--- config.mk ---
export PLATFORM = sky130hd
export DESIGN_NAME = three_point_sensor_linearizer_core
export DESIGN_NICKNAME = d
export VERILOG_FILES = /design/src/hw/rtl/tpsl_pkg.sv /design/src/hw/rtl/three_point_sensor_linearizer_core.sv
export SDC_FILE = /design/constraint.sdc
export NUM_CORES = 2
export LEC_CHECK = 0
export BUFFER_PORTS_ARGS = -buffer_cell sky130_fd_sc_hd__buf_2
export CAP_MARGIN = 20
export CORE_UTILIZATION = 45
export CTS_CLUSTER_DIAMETER = 200
export DETAILED_ROUTE_END_ITERATION = 8
export GPL_ROUTABILITY_DRIVEN = 0
export PLACE_DENSITY = 0.65
export SKIP_LAST_GASP = 1
export SLEW_MARGIN = 30
export SYNTH_ARGS = -nofsm -noshare
export SYNTH_HDL_FRONTEND = slang
export SYNTH_SLANG_ARGS = --single-unit
--- constraint.sdc ---
create_clock -name i_clk -period 15.3 [get_ports i_clk]
set_clock_uncertainty 0.05 [all_clocks]
set_input_delay 0.765 -clock i_clk [delete_from_list [all_inputs] [get_ports i_clk]]
set_output_delay 0.765 -clock i_clk [all_outputs]
set_load 0.01 [all_outputs]
--- src/hw/rtl/tpsl_pkg.sv ---
`timescale 1ns / 1ps

package tpsl_pkg;

    localparam int MV_W    = 14;   // sender voltage, signed
    localparam int CV_W    = 13;   // calibration voltage, unsigned
    localparam int ANG_W   = 15;   // angle, signed centidegrees
    localparam int DV_W    = 16;   // voltage offset within segment
    localparam int DA_W    = 17;   // angle difference across segment
    localparam int SPAN_W  = 14;   // signed segment width
    localparam int PROD_W  = 33;   // signed product
    localparam int MAG_W   = 32;   // product magnitude and quotient
    localparam int DVS_W   = 13;   // divisor magnitude
    localparam int SUM_W   = 34;   // base angle plus signed quotient
    localparam int NEG_W   = 16;   // negated angle before second clamp

    localparam int DIV_STEP   = 4;                  // quotient bits per stage
    localparam int DIV_STAGES = MAG_W / DIV_STEP;

    localparam int CFG_IDX_W  = 3;
    localparam int CFG_DATA_W = 15;

    localparam logic [CFG_IDX_W-1:0] CFG_VOLT_MIN   = 3'd0;
    localparam logic [CFG_IDX_W-1:0] CFG_VOLT_CTR   = 3'd1;
    localparam logic [CFG_IDX_W-1:0] CFG_VOLT_MAX   = 3'd2;
    localparam logic [CFG_IDX_W-1:0] CFG_ANGLE_LOW  = 3'd3;
    localparam logic [CFG_IDX_W-1:0] CFG_ANGLE_MID  = 3'd4;
    localparam logic [CFG_IDX_W-1:0] CFG_ANGLE_HIGH = 3'd5;
    localparam logic [CFG_IDX_W-1:0] CFG_NEGATE     = 3'd6;

    localparam logic        [CV_W-1:0]  RST_VOLT_MIN   = 13'd500;
    localparam logic        [CV_W-1:0]  RST_VOLT_CTR   = 13'd2500;
    localparam logic        [CV_W-1:0]  RST_VOLT_MAX   = 13'd4500;
    localparam logic signed [ANG_W-1:0] RST_ANGLE_LOW  = -15'sd4500;
    localparam logic signed [ANG_W-1:0] RST_ANGLE_MID  = 15'sd0;
    localparam logic signed [ANG_W-1:0] RST_ANGLE_HIGH = 15'sd4500;

    // one divider stage: partial remainder, dividend shifting out / quotient shifting in
    typedef struct packed {
        logic        [DVS_W-1:0] rem;
        logic        [MAG_W-1:0] quo;
        logic        [DVS_W-1:0] dvs;
        logic                    neg;
        logic                    zero;
        logic signed [ANG_W-1:0] a0;
    } t_div;

endpackage

--- src/hw/rtl/three_point_sensor_linearizer_core.sv ---
`timescale 1ns / 1ps

// Three-point sensor linearizer. Each sender voltage (mV) is mapped to an angle in
// centidegrees by linear interpolation over the segment min..centre or centre..max,
// chosen by comparing against the centre voltage; the result is clamped to the low/high
// angle limits, optionally negated and clamped again, and o_clamped flags any clamping.
// One item is accepted per clock while o_in_stall is low; the quotient is resolved
// 4 bits per stage over eight divider stages. Every stage has its own valid bit, so
// bubbles close up and new items are taken while a finished result waits. Calibration
// registers reset to 500/2500/4500 mV, -45.00/0/+45.00 deg, no negation; write them
// only while idle. A write to index 7 is ignored and o_cfg_ready is always high.
module three_point_sensor_linearizer_core (
    input  logic                                 i_clk,
    input  logic                                 i_rst_n,
    input  logic                                 i_in_valid,
    output logic                                 o_in_stall,
    input  logic signed [tpsl_pkg::MV_W-1:0]     i_sender_mv,
    output logic                                 o_out_valid,
    input  logic                                 i_out_stall,
    output logic signed [tpsl_pkg::ANG_W-1:0]    o_angle_cdeg,
    output logic                                 o_clamped,
    input  logic                                 i_cfg_valid,
    output logic                                 o_cfg_ready,
    input  logic        [tpsl_pkg::CFG_IDX_W-1:0]  i_cfg_index,
    input  logic        [tpsl_pkg::CFG_DATA_W-1:0] i_cfg_data
);

    localparam int P_DIV0   = 3;
    localparam int P_SUM    = P_DIV0 + tpsl_pkg::DIV_STAGES + 1;
    localparam int P_CLAMP1 = P_SUM + 1;
    localparam int P_OUT    = P_CLAMP1 + 1;
    localparam int NPOS     = P_OUT + 1;

    // calibration registers
    logic        [tpsl_pkg::CV_W-1:0]  r_vmin, r_vctr, r_vmax;
    logic signed [tpsl_pkg::ANG_W-1:0] r_alo, r_amid, r_ahi;
    logic                              r_negate;

    logic [NPOS-1:0] r_vld;
    logic [NPOS-1:0] ld;

    logic signed [tpsl_pkg::MV_W-1:0]   r_s0_mv;
    logic signed [tpsl_pkg::DV_W-1:0]   r_s1_dv;
    logic signed [tpsl_pkg::DA_W-1:0]   r_s1_da;
    logic signed [tpsl_pkg::SPAN_W-1:0] r_s1_span;
    logic signed [tpsl_pkg::ANG_W-1:0]  r_s1_a0;
    logic signed [tpsl_pkg::PROD_W-1:0] r_s2_prod;
    logic signed [tpsl_pkg::SPAN_W-1:0] r_s2_span;
    logic signed [tpsl_pkg::ANG_W-1:0]  r_s2_a0;
    tpsl_pkg::t_div                     r_div [tpsl_pkg::DIV_STAGES+1];
    logic signed [tpsl_pkg::SUM_W-1:0]  r_s12_sum;
    logic signed [tpsl_pkg::ANG_W-1:0]  r_s13_ang;
    logic                               r_s13_flag;
    logic signed [tpsl_pkg::ANG_W-1:0]  r_out_angle;
    logic                               r_out_clamped;

    logic signed [tpsl_pkg::DV_W-1:0]   n_dv;
    logic signed [tpsl_pkg::DA_W-1:0]   n_da;
    logic signed [tpsl_pkg::SPAN_W-1:0] n_span;
    logic signed [tpsl_pkg::ANG_W-1:0]  n_a0;
    logic signed [tpsl_pkg::PROD_W-1:0] n_prod;
    tpsl_pkg::t_div                     n_div0;
    logic signed [tpsl_pkg::PROD_W-1:0] abs_prod;
    logic signed [tpsl_pkg::SPAN_W-1:0] abs_span;
    logic signed [tpsl_pkg::SUM_W-1:0]  n_sum;
    logic signed [tpsl_pkg::SUM_W-1:0]  sq;
    logic signed [tpsl_pkg::SUM_W-1:0]  c1_x, c1_lo, c1_hi;
    logic                               n_c1_flag;
    logic signed [tpsl_pkg::NEG_W-1:0]  c2_x, c2_lo, c2_hi;
    logic                               n_c2_flag;

    // four restoring division steps on the magnitudes
    function automatic tpsl_pkg::t_div div_step(input tpsl_pkg::t_div s);
        tpsl_pkg::t_div         r;
        logic [tpsl_pkg::DVS_W:0] t;
        r = s;
        for (int b = 0; b < tpsl_pkg::DIV_STEP; b++) begin
            t     = {r.rem, r.quo[tpsl_pkg::MAG_W-1]};
            r.quo = {r.quo[tpsl_pkg::MAG_W-2:0], 1'b0};
            if (t >= {1'b0, r.dvs}) begin
                t        = t - {1'b0, r.dvs};
                r.quo[0] = 1'b1;
            end
            r.rem = t[tpsl_pkg::DVS_W-1:0];
        end
        return r;
    endfunction

    // a stage loads when empty or when the stage after it moves on
    always_comb begin
        ld[NPOS-1] = !r_vld[NPOS-1] || !i_out_stall;
        for (int k = NPOS - 2; k >= 0; k--) begin
            ld[k] = !r_vld[k] || ld[k+1];
        end
    end

    assign o_in_stall   = !ld[0];
    assign o_out_valid  = r_vld[NPOS-1];
    assign o_angle_cdeg = r_out_angle;
    assign o_clamped    = r_out_clamped;
    assign o_cfg_ready  = 1'b1;

    always_ff @(posedge i_clk) begin
        if (!i_rst_n) begin
            r_vld    <= '0;
            r_vmin   <= tpsl_pkg::RST_VOLT_MIN;
            r_vctr   <= tpsl_pkg::RST_VOLT_CTR;
            r_vmax   <= tpsl_pkg::RST_VOLT_MAX;
            r_alo    <= tpsl_pkg::RST_ANGLE_LOW;
            r_amid   <= tpsl_pkg::RST_ANGLE_MID;
            r_ahi    <= tpsl_pkg::RST_ANGLE_HIGH;
            r_negate <= 1'b0;
        end else begin
            if (ld[0]) begin
                r_vld[0] <= i_in_valid;
            end
            for (int k = 1; k < NPOS; k++) begin
                if (ld[k]) begin
                    r_vld[k] <= r_vld[k-1];
                end
            end
            if (i_cfg_valid) begin
                case (i_cfg_index)
                    tpsl_pkg::CFG_VOLT_MIN:   r_vmin   <= i_cfg_data[tpsl_pkg::CV_W-1:0];
                    tpsl_pkg::CFG_VOLT_CTR:   r_vctr   <= i_cfg_data[tpsl_pkg::CV_W-1:0];
                    tpsl_pkg::CFG_VOLT_MAX:   r_vmax   <= i_cfg_data[tpsl_pkg::CV_W-1:0];
                    tpsl_pkg::CFG_ANGLE_LOW:  r_alo    <= $signed(i_cfg_data);
                    tpsl_pkg::CFG_ANGLE_MID:  r_amid   <= $signed(i_cfg_data);
                    tpsl_pkg::CFG_ANGLE_HIGH: r_ahi    <= $signed(i_cfg_data);
                    tpsl_pkg::CFG_NEGATE:     r_negate <= i_cfg_data[0];
                    default: ;
                endcase
            end
        end
    end

    // segment choice and offsets
    always_comb begin
        if (r_s0_mv <= $signed({1'b0, r_vctr})) begin
            n_dv   = $signed({{2{r_s0_mv[tpsl_pkg::MV_W-1]}}, r_s0_mv})
                   - $signed({3'b000, r_vmin});
            n_span = $signed({1'b0, r_vctr}) - $signed({1'b0, r_vmin});
            n_a0   = r_alo;
            n_da   = $signed({{2{r_amid[tpsl_pkg::ANG_W-1]}}, r_amid})
                   - $signed({{2{r_alo[tpsl_pkg::ANG_W-1]}}, r_alo});
        end else begin
            n_dv   = $signed({{2{r_s0_mv[tpsl_pkg::MV_W-1]}}, r_s0_mv})
                   - $signed({3'b000, r_vctr});
            n_span = $signed({1'b0, r_vmax}) - $signed({1'b0, r_vctr});
            n_a0   = r_amid;
            n_da   = $signed({{2{r_ahi[tpsl_pkg::ANG_W-1]}}, r_ahi})
                   - $signed({{2{r_amid[tpsl_pkg::ANG_W-1]}}, r_amid});
        end
    end

    assign n_prod = $signed({{(tpsl_pkg::PROD_W-tpsl_pkg::DV_W){r_s1_dv[tpsl_pkg::DV_W-1]}},
                             r_s1_dv})
                  * $signed({{(tpsl_pkg::PROD_W-tpsl_pkg::DA_W){r_s1_da[tpsl_pkg::DA_W-1]}},
                             r_s1_da});

    // signs split off, magnitudes into the divider
    always_comb begin
        abs_prod    = r_s2_prod[tpsl_pkg::PROD_W-1] ? -r_s2_prod : r_s2_prod;
        abs_span    = r_s2_span[tpsl_pkg::SPAN_W-1] ? -r_s2_span : r_s2_span;
        n_div0.rem  = '0;
        n_div0.quo  = abs_prod[tpsl_pkg::MAG_W-1:0];
        n_div0.dvs  = abs_span[tpsl_pkg::DVS_W-1:0];
        n_div0.neg  = r_s2_prod[tpsl_pkg::PROD_W-1] ^ r_s2_span[tpsl_pkg::SPAN_W-1];
        n_div0.zero = (r_s2_span == '0);
        n_div0.a0   = r_s2_a0;
    end

    // truncating quotient back to signed, added to the segment start angle unless the segment has zero width
    always_comb begin
        sq = $signed({2'b00, r_div[tpsl_pkg::DIV_STAGES].quo});
        if (r_div[tpsl_pkg::DIV_STAGES].neg) begin
            sq = -sq;
        end
        n_sum = $signed({{(tpsl_pkg::SUM_W-tpsl_pkg::ANG_W)
                          {r_div[tpsl_pkg::DIV_STAGES].a0[tpsl_pkg::ANG_W-1]}},
                         r_div[tpsl_pkg::DIV_STAGES].a0});
        if (!r_div[tpsl_pkg::DIV_STAGES].zero) begin
            n_sum = n_sum + sq;
        end
    end

    // first clamp, lower then upper
    always_comb begin
        c1_lo     = $signed({{(tpsl_pkg::SUM_W-tpsl_pkg::ANG_W){r_alo[tpsl_pkg::ANG_W-1]}},
                             r_alo});
        c1_hi     = $signed({{(tpsl_pkg::SUM_W-tpsl_pkg::ANG_W){r_ahi[tpsl_pkg::ANG_W-1]}},
                             r_ahi});
        c1_x      = r_s12_sum;
        n_c1_flag = 1'b0;
        if (c1_x < c1_lo) begin
            c1_x      = c1_lo;
            n_c1_flag = 1'b1;
        end
        if (c1_x > c1_hi) begin
            c1_x      = c1_hi;
            n_c1_flag = 1'b1;
        end
    end

    // optional negation and second clamp
    always_comb begin
        c2_lo = $signed({r_alo[tpsl_pkg::ANG_W-1], r_alo});
        c2_hi = $signed({r_ahi[tpsl_pkg::ANG_W-1], r_ahi});
        c2_x  = $signed({r_s13_ang[tpsl_pkg::ANG_W-1], r_s13_ang});
        if (r_negate) begin
            c2_x = -c2_x;
        end
        n_c2_flag = r_s13_flag;
        if (c2_x < c2_lo) begin
            c2_x      = c2_lo;
            n_c2_flag = 1'b1;
        end
        if (c2_x > c2_hi) begin
            c2_x      = c2_hi;
            n_c2_flag = 1'b1;
        end
    end

    always_ff @(posedge i_clk) begin
        if (ld[0]) begin
            r_s0_mv <= i_sender_mv;
        end
        if (ld[1]) begin
            r_s1_dv   <= n_dv;
            r_s1_da   <= n_da;
            r_s1_span <= n_span;
            r_s1_a0   <= n_a0;
        end
        if (ld[2]) begin
            r_s2_prod <= n_prod;
            r_s2_span <= r_s1_span;
            r_s2_a0   <= r_s1_a0;
        end
        if (ld[P_DIV0]) begin
            r_div[0] <= n_div0;
        end
        for (int k = 0; k < tpsl_pkg::DIV_STAGES; k++) begin
            if (ld[P_DIV0+k+1]) begin
                r_div[k+1] <= div_step(r_div[k]);
            end
        end
        if (ld[P_SUM]) begin
            r_s12_sum <= n_sum;
        end
        if (ld[P_CLAMP1]) begin
            r_s13_ang  <= c1_x[tpsl_pkg::ANG_W-1:0];
            r_s13_flag <= n_c1_flag;
        end
        if (ld[P_OUT]) begin
            r_out_angle   <= c2_x[tpsl_pkg::ANG_W-1:0];
            r_out_clamped <= n_c2_flag;
        end
    end

endmodule

# After elaboration in Yosys (flattened, before gate mapping)
# Memory sizes are Yosys's and may differ from the RTL's.
# Index checks and enable logic that the tools add are counted.
# op_classes
n_bitwise	1
reduce_logical	42
magnitude_cmp	37
multipliers	1
add_sub_neg	43
eq_ne	6
muxes	160
# op_table
operator	count
$mux 13	65
$ge 14x13->1	32
$sub 13x13->13	32
$mux 34	3
$mux 1	83
$mux 16	3
$mux 15	3
$add 15x34->34	1
$gt 34x15->1	1
$lt 34x15->1	1
$neg 32->34	1
$mul 16x17->33	1
$mux 32	1
$neg 32->32	1
$sub 15x15->16	2
$sub 14x14->15	2
$sub 13x13->14	2
$logic_not 1->1	17
$mux 17	1
$gt 16x15->1	1
$lt 16x15->1	1
$neg 15->16	1
$logic_or 1x1->1	15
$le 14x14->1	1
other kinds (10)	19
# totals
ramBits	675
in_bits	37
word_cells	326
mem_count	1
ff_bits	304
# memory_table
memory	depth	word_bits	read_ports	rd_ports_with_merged_regs	wr	line_no	source
r_div	9	75	9	0	9	three_point_sensor_linearizer_core.sv:50	tpsl_pkg::t_div r_div [tpsl_pkg::DIV_STAGES+1];

# Longest topological paths before layout
# logic_depth
ltp_word	22
mapped_depth	49
depth_no_buf	45

# Worst setup path before layout
# No wires, ideal clock.
# synth_timing
kind	reg2reg
from	mem r_div[0][468] in the netlist's numbering
to	mem r_div[0][589] in the netlist's numbering (data pin)
period_less_slack_ps	10016
t_required_ps	14979
t_arrival_ps	9695
setup_ps	271
path_stages_with_launch	44
slack_ps	5284
path_cell_list	edfxtp_1 inv_1 fa_1 a21o_1 a21o_1 a21oi_2 o211ai_1 a21oi_2 inv_2 mux2_2 ha_1 a21oi_1 o21ai_0 or3_1 o221ai_1 a21oi_1 o21ai_0 nand2_1 [8 not listed] a31oi_1 o31a_1 and3_1 buf_2 clkbuf_1 o21ai_0 ha_1 nor2b_1 o21ai_0 nand2b_1 a31oi_1 a21oi_1 a221o_1 o41a_1 nor3b_1 mux2_2 buf_2 o221ai_1
# synth_rtl
element	line_no
start, declared	three_point_sensor_linearizer_core.sv:50

==> key figures <==
Placement
  • Buffers added on ports: 54
  • Worst slack at placement: between 3000 and 4000 ps
  • Post-Place Cells: 8,924
  • Hpwl dp: around 140,000 um

Clock tree
  • H-tree levels: 3
  • Num CTS Buffers: 96
  • Postcts setup bufs: 0
  • Largest buffer count on any clock path: 3
  • Post-CTS resize count: 0
  • Clock sink total: 938
  • CTS tree: yes
  • Root buffer cell: clkbuf_16
  • Clock transition time at the flip-flop clock pins of the worst setup and hold paths: 60 ps
  • Worst-Skew Late Latency: around 750 ps
  • Cts hold-fix bufs: 0

Cells and area
  • Fraction of layout cells with a size suffix above 1: around 7.7%
  • Filler cells: 14,138
  • Reg area: 27,200 um^2
  • Finished Layout Cells: a little over 9,000
  • Multi-input logic area: 41,200 um^2
  • Final core occ: 49.2%
  • Nets: ~8,000
  • Most common cell after layout, fill and taps aside: edfxtp_1
  • P&R area growth vs syn: 8.23%
  • Commonest cells after routing, fill and taps aside: edfxtp_1, ha_1, nand2_1

Global route
  • Remaining global-route overflow: 0
  • Largest net degree at the start of global routing: around 100
  • Number of global-route vias before repair: 50,919
  • First-pass GRT wire length: approximately 280,000 um
  • Initial antenna violation count: 1
  • Tot GR Track Use: between 20 and 25%

Worst hold path
  • Worst hold path type: in -> reg
  • Hold Path Cell Cnt: 1

Synth
  • Synth Register Bits: about 940
  • YS warnings: 0
  • Netlist cell types: 100
  • Number of flops mapped to enable cells by yosys: 838
  • Syn avg cell area: 10.3 um^2
  • Asr flop ratio synth: 0%
  • Post-synthesis instance area: 71,400 um^2
  • Syn_nets: 7,969
  • Ys flop type: edfxtp_1
  • Cells after Synth: 6,923
  • Post-synthesis sequential area ratio: 38.1%

Timing
  • Final setup viols: 0
  • Setup Total Neg Slack: 0 ps
  • Fmax: 83.9 MHz
  • RSZ-0062 raised after global routing: false
  • Final Cycle Share: 77.9%
  • Endpoints failing hold: 0
  • Final max-slew violation count: 0
  • Worst-Margin Slew: 1010 ps
  • Final worst setup slack: 3380 ps
  • Min cycle time layout: 11,920 ps
  • Max transition margin: 31.7%

Setup path
  • Critical path's slowest cell: inv_1
  • CP arrival: 12,320 ps
  • Worst setup EP type: register
  • Top cell by count, worst path: o21ai_0
  • Startpoint types: register
  • Crit-path max FO: 28
  • Max incr delay on CP: 580 ps
  • R2R cell count: 44
  • Critical path class: reg -> reg
  • Worst Path Required: 15,700 ps

Die
  • Rows: between 100 and 150
  • Initial Utilization: 45.5%
  • DIE WIDTH: 400 um
  • Floorplan core area: about 160,000 um^2
  • Die Area: 160,000 um^2
  • Ports: 56
  • Die Height: 400 um

Detailed routing
  • Vias after detailed routing: a little over 50,000
  • Vias/cell: around 5.7
  • DRT Pass-1 Iters: 5
  • Mean routed wirelength per cell: 19.5 um
  • Antenna Nets Post-Route: 0
  • DR iter-0 viols: 3,476
  • Residual DRC count: 0
  • Routed wire length: 178,000 um

Job
  • Max-Cap Viols: 0

Run status
  • Status: finished, final reports clean
[stage by stage]
step	cell area (um^2)	hold slack (ps)
floorplan	71400	350
global placement	74000	350
detailed placement	74000	355
CTS	77200	93.8
global route	77300	102
finish	77300	141
[critical path: cells and delay by family (launching register included)]
family,cells,cell delay [ps]
mux,3,1160
flops,1,500
compound gates,22,5070
buf+inv,6,1530
simple gates,9,1710
fa+ha+maj,4,1550
[layer usage]
metal | vias up | routed length, um | global-route usage (%) | share of wire [%]
met1 | 25057 | 77600 | 28.9 | 44
met5 | - | 0 | 0 | 0
met2 | 1374 | 85400 | 37.7 | 48
li1 | 24897 | - | - | -
met3 | 303 | 9820 | 2.79 | 5.5
met4 | 0 | 5150 | 6.67 | 2.9
[synth_stat cells, drive strengths merged, types with 34 or more instances]
library cell / n / area [um^2]
a211oi: 45 / 360
a21boi: 94 / 706
a21o: 147 / 1100
a21oi: 384 / 1930
and2: 115 / 719
buf: 34 / 193
clkbuf: 113 / 424
dfxtp: 100 / 2000
edfxtp: 838 / 25200
fa: 305 / 6110
ha: 704 / 8810
inv: 672 / 2520
mux2: 228 / 2600
mux2i: 65 / 654
nand2: 698 / 2620
nand2b: 97 / 607
nand3: 132 / 678
nand4: 97 / 607
nor2: 349 / 1310
nor2b: 112 / 701
nor3: 122 / 621
o211ai: 61 / 458
o21a: 83 / 623
o21ai: 352 / 1760
o31ai: 52 / 409
o41ai: 38 / 340
or3: 55 / 344
xnor2: 320 / 2800
xor2: 150 / 1310
[final cells by class]
cell class / count / share of cell area [%]
well taps: 2058 / 3.33
multi-input cells: 5165 / 53.3
flip-flops and latches: 938 / 35.2
clock buffers: 115 / 3.27
repair buffers: 91 / 0.738
inverters: 673 / 3.28
diodes: 2 / 0.00648
clock inverters: 66 / 0.921
[flip-flops by register name, summed over array words and instances (netlist names), 13 cells and up]
| signal | count |
|---|---|
| r_vmin | 13 |
| r_ahi | 15 |
| r_s2_a0 | 15 |
| r_s13_ang | 15 |
| r_vmax | 13 |
| r_s0_mv | 14 |
| r_s1_da | 16 |
| r_vld | 15 |
| r_s1_a0 | 15 |
| r_div | 636 |
| r_alo | 15 |
| r_s1_span | 14 |
| r_amid | 15 |
| r_s1_dv | 15 |
| r_vctr | 13 |
| o_angle_cdeg | 15 |
| r_s12_sum | 34 |
| r_s2_prod | 33 |
| r_s2_span | 14 |
[final timing paths]
check,startpoint,endpoint,slack (ps)
worst max-delay path,r_div[0][468],r_div[0][593],3380
worst min-delay path,i_sender_mv[1],r_s0_mv[1],140
worst max register to register,r_div[0][468],r_div[0][593],3380
worst min register to register,r_div[0][111],r_div[0][190],300
[cell families after synthesis]
logic type | after synthesis | synth area share [%]
compound gates | 1476 | 13.5
xor+xnor | 470 | 5.77
fa+ha+maj | 1009 | 20.9
buf+inv | 820 | 4.40
flops | 938 | 38.1
mux | 293 | 4.56
other cells | 1 | 0.00525
simple gates | 1916 | 12.9
Power is left out: the tool's default activity adds up to more than one toggle a clock period on the data nets, which glitch-free logic cannot reach.
